[config.mk]
export PLATFORM = sky130hd
export DESIGN_NAME = ccsm_queue
export DESIGN_NICKNAME = d
export VERILOG_FILES = /design/src/ccsm_pkg.sv /design/src/ccsm_queue.sv
export SDC_FILE = /design/constraint.sdc
export NUM_CORES = 1
export LEC_CHECK = 0
export BUFFER_PORTS_ARGS = -buffer_cell sky130_fd_sc_hd__clkbuf_2
export CAP_MARGIN = 20
export CORE_UTILIZATION = 54
export CTS_BUF_LIST = sky130_fd_sc_hd__clkbuf_4 sky130_fd_sc_hd__clkbuf_8
export CTS_CLUSTER_DIAMETER = 60
export DETAILED_ROUTE_END_ITERATION = 7
export PLACE_DENSITY = 0.88
export SYNTH_ARGS = -nofsm -noshare
export SYNTH_HDL_FRONTEND = slang
export SYNTH_SLANG_ARGS = --single-unit
[constraint.sdc]
create_clock -name clk_i -period 3.6 [get_ports clk_i]
set_input_delay 0.18 -clock clk_i [delete_from_list [all_inputs] [get_ports clk_i]]
set_output_delay 0.18 -clock clk_i [all_outputs]
set_load 0.01 [all_outputs]
[src/ccsm_pkg.sv]
`timescale 1ns / 1ps
// ----------------------------------------------------------------------------
// ccsm_pkg
// shared types and constants of the sparse-dense product engine
// ----------------------------------------------------------------------------
package ccsm_pkg;

  localparam int unsigned DimMax   = 64;
  localparam int unsigned NzDepth  = 1024;
  localparam int unsigned ColDepth = 64;
  localparam int unsigned DnDepth  = 4096;

  localparam logic [1:0] RegSparseRows = 2'd0;
  localparam logic [1:0] RegSparseCols = 2'd1;
  localparam logic [1:0] RegDenseOther = 2'd2;
  localparam logic [1:0] RegMode       = 2'd3;

  typedef enum logic [1:0] {
    OP_LOAD_SPARSE = 2'd0,
    OP_LOAD_DENSE  = 2'd1,
    OP_PRODUCT     = 2'd2,
    OP_NONE        = 2'd3
  } op_e;

  typedef enum logic [1:0] {
    ST_OK    = 2'd0,
    ST_FULL  = 2'd1,
    ST_RANGE = 2'd2
  } status_e;

  typedef struct packed {
    op_e                op;
    logic               reject;
    logic               mode;
    logic signed [31:0] value;
    logic [5:0]         row;
    logic [5:0]         col;
  } cmd_t;

  typedef struct packed {
    logic signed [31:0] value;
    logic [5:0]         row;
  } nz_t;

  function automatic logic [6:0] clamp_dim(input logic [6:0] v);
    logic [6:0] r;
    if (v == 7'd0) begin
      r = 7'd1;
    end else if (v > 7'(DimMax)) begin
      r = 7'(DimMax);
    end else begin
      r = v;
    end
    return r;
  endfunction

endpackage

[src/ccsm_queue.sv]
`timescale 1ns / 1ps
// ----------------------------------------------------------------------------
// ccsm_queue
// two-entry command queue between front and back
// ----------------------------------------------------------------------------
module ccsm_queue (
  input  logic           clk_i,
  input  logic           rst_ni,
  input  logic           push_i,
  input  ccsm_pkg::cmd_t cmd_i,
  output logic           full_o,
  input  logic           pop_i,
  output logic           valid_o,
  output ccsm_pkg::cmd_t cmd_o
);

  ccsm_pkg::cmd_t entry_q [2];
  logic           wptr_q, rptr_q;
  logic [1:0]     cnt_q;
  logic           do_pop;

  assign full_o  = (cnt_q == 2'd2);
  assign valid_o = (cnt_q != 2'd0);
  assign cmd_o   = entry_q[rptr_q];
  assign do_pop  = pop_i & valid_o;

  always_ff @(posedge clk_i) begin
    if (push_i) begin
      entry_q[wptr_q] <= cmd_i;
    end
  end

  always_ff @(posedge clk_i or negedge rst_ni) begin
    if (!rst_ni) begin
      wptr_q <= 1'b0;
      rptr_q <= 1'b0;
      cnt_q  <= 2'd0;
    end else begin
      if (push_i) begin
        wptr_q <= ~wptr_q;
      end
      if (do_pop) begin
        rptr_q <= ~rptr_q;
      end
      cnt_q <= cnt_q + 2'(push_i) - 2'(do_pop);
    end
  end

endmodule

==> summary.md <==
| Metric | Value |
|---|---|
| Status | `finished, violations left` |
| Failing checks | `design-rule violations` |
| Num rows | `29` |
| CTS resizes | `0` |
| Mapped Area | `3710 µm²` |
| Share of layout cells above drive strength 1 | `58.6%` |
| Total Routing Usage GR | `16.7%` |
| Hold_buf cts | `5` |
| Total wire length | `5.71 mm` |
| Overflow after GRT | `0` |
| Leakage power | `~1.8 nW` |
| Clk_skew | `between 10 and 15 ps` |
| Maximum Capacitance Violations | `0` |
| Minimum clock period | `1990 ps` |
| Max Root-Sink Buffers | `2` |
| Root buf cell | `clkbuf_8` |
| Initial Utilization | `between 50% and 60%` |
| CTS sink cnt | `100` |
| # port buffers | `101` |
| Initial antenna violation count | `0` |
| Setup CP Type | `reg2out` |
| Post-Place Cells | `342` |
| Synth top area share | `77.7%` |
| CP arrival | `~1800 ps` |
| WL/cell | `between 15 and 20 µm` |
| Seq cells post-synth | `100` |
| Clk slew on worst S/H paths | `90 ps` |
| Post-Synthesis Cells | `166` |
| Commonest cells post-synth | `edfxtp_1, mux2_2, mux2_4` |
| Post-Syn Nets | `220` |
| CP max FO | `30` |
| Antenna-violating nets left | `0` |
| Die Ht | `84.9 µm` |
| RSZ-0062 raised after global routing | `false` |
| Initial DRC Count | `92` |
| Worst min path class | `in2reg` |
| Least-Margin Pin Slew | `685 ps` |
| Die width | `84.9 µm` |
| Sw power | `0.000956 W` |
| Core area | `6490 µm²` |
| Synth area leader | `edfxtp_1` |
| Slew Viols, Final | `0` |
| Post-synthesis cell type count | `15` |
| Vias per cell | `approximately 5.1` |
| Top FF cell, synth | `edfxtp_1` |
| Top post-synthesis cells by area | `edfxtp_1, mux2_2, mux2_4, dfrtp_1, ha_1` |
| Post-route insts no fill | `369` |
| CTS tree | `yes` |
| First-pass GRT wire length | `8.85 mm` |
| Asr flop ratio synth | `4.00%` |
| Worst setup SP type | `flop` |
| Vias in the first global route | `around 1900` |
| Final hold violations | `0` |
| Int Power | `approximately 0.0024 W` |
| Remaining DRCs | `6` |
| Power share of the clock group | `20.2%` |
| TritonRoute pass-1 iters | `6` |
| Final setup viols | `0` |
| H-tree Lvls | `3` |
| Relative slew slack | `54.2%` |
| Number of synthesized flops with an enable pin | `96` |
| Largest net degree at the start of global routing | `32` |
| Fill cells | `440` |
| Vias | `~1900` |
| Worst-Skew Late Latency | `350 ps` |
| Sequential share of the synthesized area | `80.4%` |
| Tcrit/Tclk final | `around 55%` |
| PD cells | `727 nW/µm²` |
| Fmax | `0.503 GHz` |
| Worst vdd ir | `0.000440 V` |
| Layout area overhead | `24.8%` |
| N_diodes | `0` |
| Syn avg cell area | `22.3 µm²` |
| Crit. End Element | `output port` |
| CTS buffer count | `9` |
| Sw Share | `28.4%` |
| Gpl congestion | `0.645` |
| Setup_tns | `0 ps` |
| Most common cell in the netlist | `edfxtp_1` |
| Nets | `342` |
| I/O Pins | `102` |
| Die area | `7210 µm²` |
| Post-DP HPWL | `3.75 mm` |
| Seq pwr share | `49.1%` |
| Post-CTS Setup Bufs | `0` |
| Yosys warnings | `0` |
| WP data required | `3420 ps` |
| Logic pwr share | `30.7%` |
[cells in the final DEF, fill, tap and decap left out, drive strengths merged]
cell           n
edfxtp        96
dlygate4sd3   12
dfrtp          4
clkinv         2
buf            3
or2            1
o21a           1
xor2           2
nor2b          2
xnor2          2
clkinvlp       1
and2           1
mux2          48
clkbuf       112
inv            2
ha             2
bufinv         1
[per-layer routing]
| metal | track usage [%] | routed length [µm] | vias to the layer above |
|---|---|---|---|
| li1 | - | - | 891 |
| met1 | 21.3 | 2510 | 903 |
| met2 | 26.9 | 2810 | 69 |
| met3 | 4.28 | 304 | 9 |
| met4 | 8.63 | 87 | 0 |
| met5 | 0 | 0 | - |
[path summary, 6_finish.rpt]
kind	from	endpoint	slack (ps)	depth (start not counted)
setup reg to reg	wptr_q$_DFFE_PN0P_	entry_q[0][42]$_DFFE_PP_	1780	2
hold / removal	cmd_i[7]	entry_q[0][7]$_DFFE_PP_	20	1
hold reg to reg	wptr_q$_DFFE_PN0P_	wptr_q$_DFFE_PN0P_	540	1
min in group asynchronous	rst_ni	cnt_q[0]$_DFF_PN0_	180	2
max in group asynchronous	rst_ni	rptr_q$_DFFE_PN0P_	3270	2
setup / recovery	rptr_q$_DFFE_PN0P_	cmd_o[44]	1610	3
[flip-flops by register name, indices dropped and copies added (netlist names)]
name / count
wptr_q: 1
rptr_q: 1
entry_q: 96
cnt_q: 2
[critical path, stage by stage (launching register included)]
cell,delay (ps)
dfrtp_2,680
buf_12,280
mux2_2,360
clkbuf_2,130
[metrics by stage]
| step | hold WS (ps) | worst slack [ps] | power [W] | utilization (%) | area, µm² |
|---|---|---|---|---|---|
| after floorplan | -116 | 596 | 0.00237 | - | 3710 |
| after global placement | -5.85 | 1680 | 0.00267 | 65.9 | 4280 |
| after detailed placement | -1.91 | 1730 | 0.00273 | 66.5 | 4320 |
| after CTS | 0.465 | 1570 | 0.00341 | 70.2 | 4560 |
| after global routing | 0.712 | 1510 | 0.00353 | 71.3 | 4630 |
| final | 19.1 | 1610 | 0.00337 | 71.3 | 4630 |
[layout make-up]
cell class | instances | area, µm² | share of cell area [%]
flip-flops and latches | 100 | 2980 | 64.4
multi-input cells | 59 | 679 | 14.7
repair buffers | 116 | 673 | 14.5
clock buffers | 11 | 139 | 3.00
well taps | 77 | 96.3 | 2.08
clock inverters | 4 | 51.3 | 1.11
inverters | 2 | 7.51 | 0.162
[power groups by stage]
| stage | logic, W | clock network (W) | registers, W |
|---|---|---|---|
| 2_1_floorplan | 0.000736 | 0 | 0.00163 |
| 3_3_place_gp | 0.000929 | 0 | 0.00174 |
| 3_5_place_dp | 0.00104 | 0 | 0.00168 |
| 4_1_cts | 0.00105 | 0.000700 | 0.00166 |
| 5_1_grt | 0.00112 | 0.000737 | 0.00168 |
| 6_report | 0.00103 | 0.000678 | 0.00165 |
[cell families after synthesis]
family	count (synthesis)	synth area share, %
DFF	100	80.4
muxes	48	15.6
buffers and inverters	7	1.52
xor gates and xnor gates	4	0.945
and+or+nand+nor	4	0.675
adders and majority gates	2	0.674
AOI/OAI and AO/OA	1	0.202
Power figures use the tool's default switching activity.
