`src/ccsm_pkg.sv`:
```
`timescale 1ns / 1ps
// ----------------------------------------------------------------------------
// ccsm_pkg
// shared types and constants of the sparse-dense product engine
// ----------------------------------------------------------------------------
package ccsm_pkg;

  localparam int unsigned DimMax   = 64;
  localparam int unsigned NzDepth  = 1024;
  localparam int unsigned ColDepth = 64;
  localparam int unsigned DnDepth  = 4096;

  localparam logic [1:0] RegSparseRows = 2'd0;
  localparam logic [1:0] RegSparseCols = 2'd1;
  localparam logic [1:0] RegDenseOther = 2'd2;
  localparam logic [1:0] RegMode       = 2'd3;

  typedef enum logic [1:0] {
    OP_LOAD_SPARSE = 2'd0,
    OP_LOAD_DENSE  = 2'd1,
    OP_PRODUCT     = 2'd2,
    OP_NONE        = 2'd3
  } op_e;

  typedef enum logic [1:0] {
    ST_OK    = 2'd0,
    ST_FULL  = 2'd1,
    ST_RANGE = 2'd2
  } status_e;

  typedef struct packed {
    op_e                op;
    logic               reject;
    logic               mode;
    logic signed [31:0] value;
    logic [5:0]         row;
    logic [5:0]         col;
  } cmd_t;

  typedef struct packed {
    logic signed [31:0] value;
    logic [5:0]         row;
  } nz_t;

  function automatic logic [6:0] clamp_dim(input logic [6:0] v);
    logic [6:0] r;
    if (v == 7'd0) begin
      r = 7'd1;
    end else if (v > 7'(DimMax)) begin
      r = 7'(DimMax);
    end else begin
      r = v;
    end
    return r;
  endfunction

endpackage

```
`src/ccsm_front.sv`:
```
`timescale 1ns / 1ps
// ----------------------------------------------------------------------------
// ccsm_front
// configuration registers and item classification with range checks
// ----------------------------------------------------------------------------
module ccsm_front (
  input  logic                clk_i,
  input  logic                rst_ni,
  input  logic                psel,
  input  logic                penable,
  input  logic                pwrite,
  input  logic [3:0]          paddr,
  input  logic [31:0]         pwdata,
  output logic [31:0]         prdata,
  output logic                pready,
  input  logic                push,
  output logic                full,
  input  logic [1:0]          operation_i,
  input  logic signed [31:0]  value_i,
  input  logic [5:0]          row_index_i,
  input  logic [5:0]          col_index_i,
  input  logic                q_full_i,
  output logic                q_push_o,
  output ccsm_pkg::cmd_t      cmd_o
);

  logic [6:0] rows_q, cols_q, other_q;
  logic       mode_q;
  logic       wr_en;
  logic [6:0] nr, nc, nd, r7, c7;
  logic       ok;
  ccsm_pkg::op_e op;

  assign pready = 1'b1;
  assign wr_en  = psel & penable & pwrite;

  always_ff @(posedge clk_i or negedge rst_ni) begin
    if (!rst_ni) begin
      rows_q  <= 7'(ccsm_pkg::DimMax);
      cols_q  <= 7'(ccsm_pkg::DimMax);
      other_q <= 7'(ccsm_pkg::DimMax);
      mode_q  <= 1'b0;
    end else if (wr_en) begin
      unique case (paddr[3:2])
        ccsm_pkg::RegSparseRows: rows_q  <= pwdata[6:0];
        ccsm_pkg::RegSparseCols: cols_q  <= pwdata[6:0];
        ccsm_pkg::RegDenseOther: other_q <= pwdata[6:0];
        ccsm_pkg::RegMode:       mode_q  <= pwdata[0];
        default: ;
      endcase
    end
  end

  always_comb begin
    unique case (paddr[3:2])
      ccsm_pkg::RegSparseRows: prdata = {25'd0, rows_q};
      ccsm_pkg::RegSparseCols: prdata = {25'd0, cols_q};
      ccsm_pkg::RegDenseOther: prdata = {25'd0, other_q};
      ccsm_pkg::RegMode:       prdata = {31'd0, mode_q};
      default:                 prdata = '0;
    endcase
  end

  assign nr = ccsm_pkg::clamp_dim(rows_q);
  assign nc = ccsm_pkg::clamp_dim(cols_q);
  assign nd = ccsm_pkg::clamp_dim(other_q);
  assign r7 = {1'b0, row_index_i};
  assign c7 = {1'b0, col_index_i};
  assign op = ccsm_pkg::op_e'(operation_i);

  always_comb begin
    unique case (op)
      ccsm_pkg::OP_LOAD_SPARSE: ok = (r7 < nr) && (c7 < nc);
      ccsm_pkg::OP_LOAD_DENSE:
        ok = mode_q ? ((r7 < nd) && (c7 < nr)) : ((r7 < nr) && (c7 < nd));
      ccsm_pkg::OP_PRODUCT:
        ok = mode_q ? ((r7 < nd) && (c7 < nc)) : ((r7 < nc) && (c7 < nd));
      default: ok = 1'b1;
    endcase
  end

  assign full     = q_full_i;
  assign q_push_o = push & ~q_full_i;

  always_comb begin
    cmd_o.op     = op;
    cmd_o.reject = ~ok;
    cmd_o.mode   = mode_q;
    cmd_o.value  = value_i;
    cmd_o.row    = row_index_i;
    cmd_o.col    = col_index_i;
  end

endmodule

```
`config.mk`:
```
export PLATFORM = sky130hd
export DESIGN_NAME = ccsm_front
export DESIGN_NICKNAME = d
export VERILOG_FILES = /design/src/ccsm_pkg.sv /design/src/ccsm_front.sv
export SDC_FILE = /design/constraint.sdc
export NUM_CORES = 1
export LEC_CHECK = 0
export ABC_AREA = 1
export BUFFER_PORTS_ARGS = -buffer_cell sky130_fd_sc_hd__clkbuf_2
export CAP_MARGIN = 20
export CORE_MARGIN = 3
export CORE_UTILIZATION = 43
export DETAILED_ROUTE_END_ITERATION = 6
export PLACE_DENSITY = 0.83
export SYNTH_ARGS = -nofsm -noshare
export SYNTH_HDL_FRONTEND = slang
export SYNTH_SLANG_ARGS = --single-unit
```
`constraint.sdc`:
```
create_clock -name clk_i -period 2.1 [get_ports clk_i]
set_input_delay 0.21 -clock clk_i [delete_from_list [all_inputs] [get_ports clk_i]]
set_output_delay 0.21 -clock clk_i [all_outputs]
set_load 0.005 [all_outputs]
```
==> results by group <==
STA
  – Total Neg Setup Slack: -0.334 ns
  – F_max: 0.411 GHz
  – Unrepaired setup endpoints after global routing: yes
  – Slew HR: 64.8%
  – Clk_skew: 0 ns
  – Tcrit/Tclk final: 116%
  – Final setup viols: 1
  – Least-Margin Pin Slew: 0.529 ns
  – Worst hold slack: 0.182 ns
  – Final worst setup slack: -0.334 ns
  – Count of pins over their slew limit: 0
  – Min Tclk post-route: 2.43 ns
  – Final hold vios: 0

Die
  – IO Pins: 172
  – Core Area: 5610 um^2
  – Num rows: 27
  – Die area: 6850 um^2
  – Die Span Y: 82.7 um
  – Starting density of the core: 45.2%
  – Die Width: 82.7 um

Pwr
  – Pwr dens: 769 nW/um^2
  – Total Power: 2.21 mW
  – Max IR drop VDD: 0.000469 V
  – Pleak: 1.56 nW

Clocking
  – Clock Sinks: 22
  – Number of CTS-inserted buffers: 3
  – Clk_lat worst skew: 0.27 ns
  – H-Tree Depth: 1
  – CTS tree: yes
  – Root buf cell: clkbuf_8
  – Clock slew at reported path FFs: 0.08 ns
  – Clock Tree Buf Depth: 2

Critical path
  – Reg-to-Reg End: other_q[3]$_DFFE_PN0P_
  – Crit path max-delay family: simple AND/OR/NAND/NOR gates
  – Worst reg2reg path depth: 4
  – RR Startpoint: other_q[3]$_DFFE_PN0P_
  – Crit path capture type: output pin
  – CP Buf/Inv Count: 1
  – Crit path cell chain: nor2_2 > nand3_1 > nand2_2 > nand2_2 > ha_1 > a21oi_2 > o21ai_0 > a21oi_2 > nand2_1 > nand2_1 > nand3_1 > nand2_1 > nor2_1 > clkbuf_2
  – Setup Crit Path Kind: register to output pin
  – Worst path max stage delay: 0.39 ns
  – Required @ worst endpoint: 1.89 ns
  – Slowest library cell on the worst path: dfrtp_1
  – Flop-to-flop setup slack: 1.20 ns
  – Critical path peak fanout: 4
  – CP startpoint kind: register
  – CP dominant cell by count: nand2_1
  – CP arrival: 2.22 ns

Final layout
  – Fin area: 2880 um^2
  – Final Non-Filler Cells: 479
  – Diode count: 0
  – Share of layout cells above drive strength 1: 33.9%
  – Nets@finish: 527
  – Area grow syn2layout: 13.6%

Yosys
  – Unique masters post-synth: 23
  – Adder-cell share of the synthesized area: 14.8%
  – Syn_area_per_cell: 6.86 um^2
  – Syn. warnings: 0
  – Flop and latch count out of synthesis: 22
  – Post-synth top area share: 21.9%
  – Post-synthesis mux area share: 0%
  – Area contributors post-synth: buf_4 22%, dfrtp_1 19%, nand2_1 17%
  – Post-Synth XOR/XNOR Area: 0%
  – Synth Area in Compound Gates: 11.3%
  – Cell Area, Synth: 2530 um^2
  – Main combinational cell family by area after synthesis: buffers and inverters
  – Area leader, netlist: buf_4
  – Mapped Cells: 369
  – Synth Area in Simple Gates: 25.5%
  – Seq/Total Area, Yosys: 21.9%

Global routing
  – Largest net degree at the start of global routing: 23
  – Initial antenna violation count: 0
  – Total grt overflow: 0
  – First-pass GRT wire length: 9.20 mm
  – Vias in the first global route: 2037
  – Gr usage total: 17.6%

Drt
  – Detailed Routing Iterations Pass 1: 4
  – Final routed DRC violation total: 0
  – Vias per cell: 4.93
  – Vias: 2363
  – Final WL: 6.08 mm
  – Post-DR wirelength/cell: 12.7 um
  – Iter 0 DRT Violations: 104
  – Antenna Nets Post-Route: 0

Job
  – Max Cap Viol: 0

Worst hold path
  – Hold path endpoint: rows_q[6]$_DFFE_PN1P_
  – Hold Path Class: input pin to register
  – Worst hold start: pwdata[6]
  – WHS Path Cells: 3

Placement
  – Routability cong.: 0.897
  – DPL Wire Length: 4.95 mm
  – Input/output buffers: 54
  – Post-Place Cell Area: 2620 um^2
  – Placed Instances: 469

Outcome
  – Violated checks: negative setup slack
  – Status: complete, but fails checks
==> power breakdown <==
group | internal, mW | switching, mW | total (mW)
sequential | 0.519 | 0.0704 | 0.590
combinational | 0.552 | 0.672 | 1.22
clock | 0.255 | 0.143 | 0.398
total | 1.33 | 0.886 | 2.21
==> state kept, by name, indices dropped and copies added, names as in the netlist <==
register / flops
mode_q: 1
other_q: 7
rows_q: 7
cols_q: 7
==> cell usage after synthesis, drive strengths merged <==
master     n
a21boi     1
a21oi     18
a2bb2oi    1
and3       1
buf       74
clkbuf     3
conb       2
dfrtp     19
dfstp      3
ha        30
inv       26
nand2    113
nand3     19
nand4      1
nor2      27
o21ai     29
o21bai     2
==> layout make-up <==
| cell class | count | area [um^2] |
|---|---|---|
| clock buffer | 3 | 41.3 |
| clock inverter | 1 | 30.0 |
| fill | 549 | 2730 |
| inverter | 26 | 97.6 |
| multi-input combinational | 268 | 1540 |
| sequential | 22 | 554 |
| tap | 72 | 90.1 |
| timing repair buffer | 87 | 524 |
==> metal layers <==
metal / share of wire [%] / track usage [%] / vias up
met5: 0 / 0 / -
met4: 2.3 / 8.50 / 0
met3: 7.7 / 2.39 / 22
met2: 50 / 30.2 / 109
met1: 40 / 21.5 / 1065
li1: - / - / 1167
==> worst max path at each step <==
stage,start,cells after the start,end
2_1_floorplan,rows_q[1]$_DFFE_PN0P_,13,cmd_o[45]
3_3_place_gp,cols_q[2]$_DFFE_PN0P_,14,cmd_o[45]
3_5_place_dp,cols_q[5]$_DFFE_PN0P_,14,cmd_o[45]
4_1_cts,rows_q[3]$_DFFE_PN0P_,12,cmd_o[45]
5_1_grt,rows_q[2]$_DFFE_PN0P_,14,cmd_o[45]
6_report,cols_q[0]$_DFFE_PN0P_,14,cmd_o[45]
==> layout by cell type (no fill, tap or decap), types with 5 or more instances in the layout <==
cell	n
nor2_1	18
o21ai_0	19
inv_1	21
nor2_2	9
ha_1	25
clkbuf_2	54
nand2_2	12
o21ai_1	9
nand3_1	18
inv_2	5
a21oi_1	7
buf_4	31
dfrtp_1	19
nand2_1	101
conb_1	26
a21oi_2	11
==> worst register-to-register path, delay by kind of cell, from the launching register on <==
kind	cells	cell delay (ns)
flip-flops	1	0.39
buffers and inverters	2	0.26
AO/OA/AOI/OAI	1	0.07
AND/OR/NAND/NOR	1	0.05
==> what timing repair did <==
action | CTS | global route
gates cloned | 0 | 0
setup endpoints to repair | 1 | 1
pin swaps | 16 | 11
resized for setup | 19 | 17
endpoints found under the hold margin | 19 | 0
hold buffers | 1 | 0
buffers inserted | 3 | 2
==> cells by family after synthesis <==
group,count (synthesis)
AND/OR/NAND/NOR,161
buffers and inverters,103
AO/OA/AOI/OAI,51
adder cells (fa/ha/maj),30
flip-flops,22
other,2
==> through the flow <==
step	setup slack, ns	utilization, %
after floorplan	0.174	-
after global placement	-0.113	46.7
after detailed placement	-0.167	46.7
after CTS	-0.362	49.9
after global routing	-0.503	51.3
final	-0.334	51.3
No activity file was read; power rests on OpenSTA's default activity.
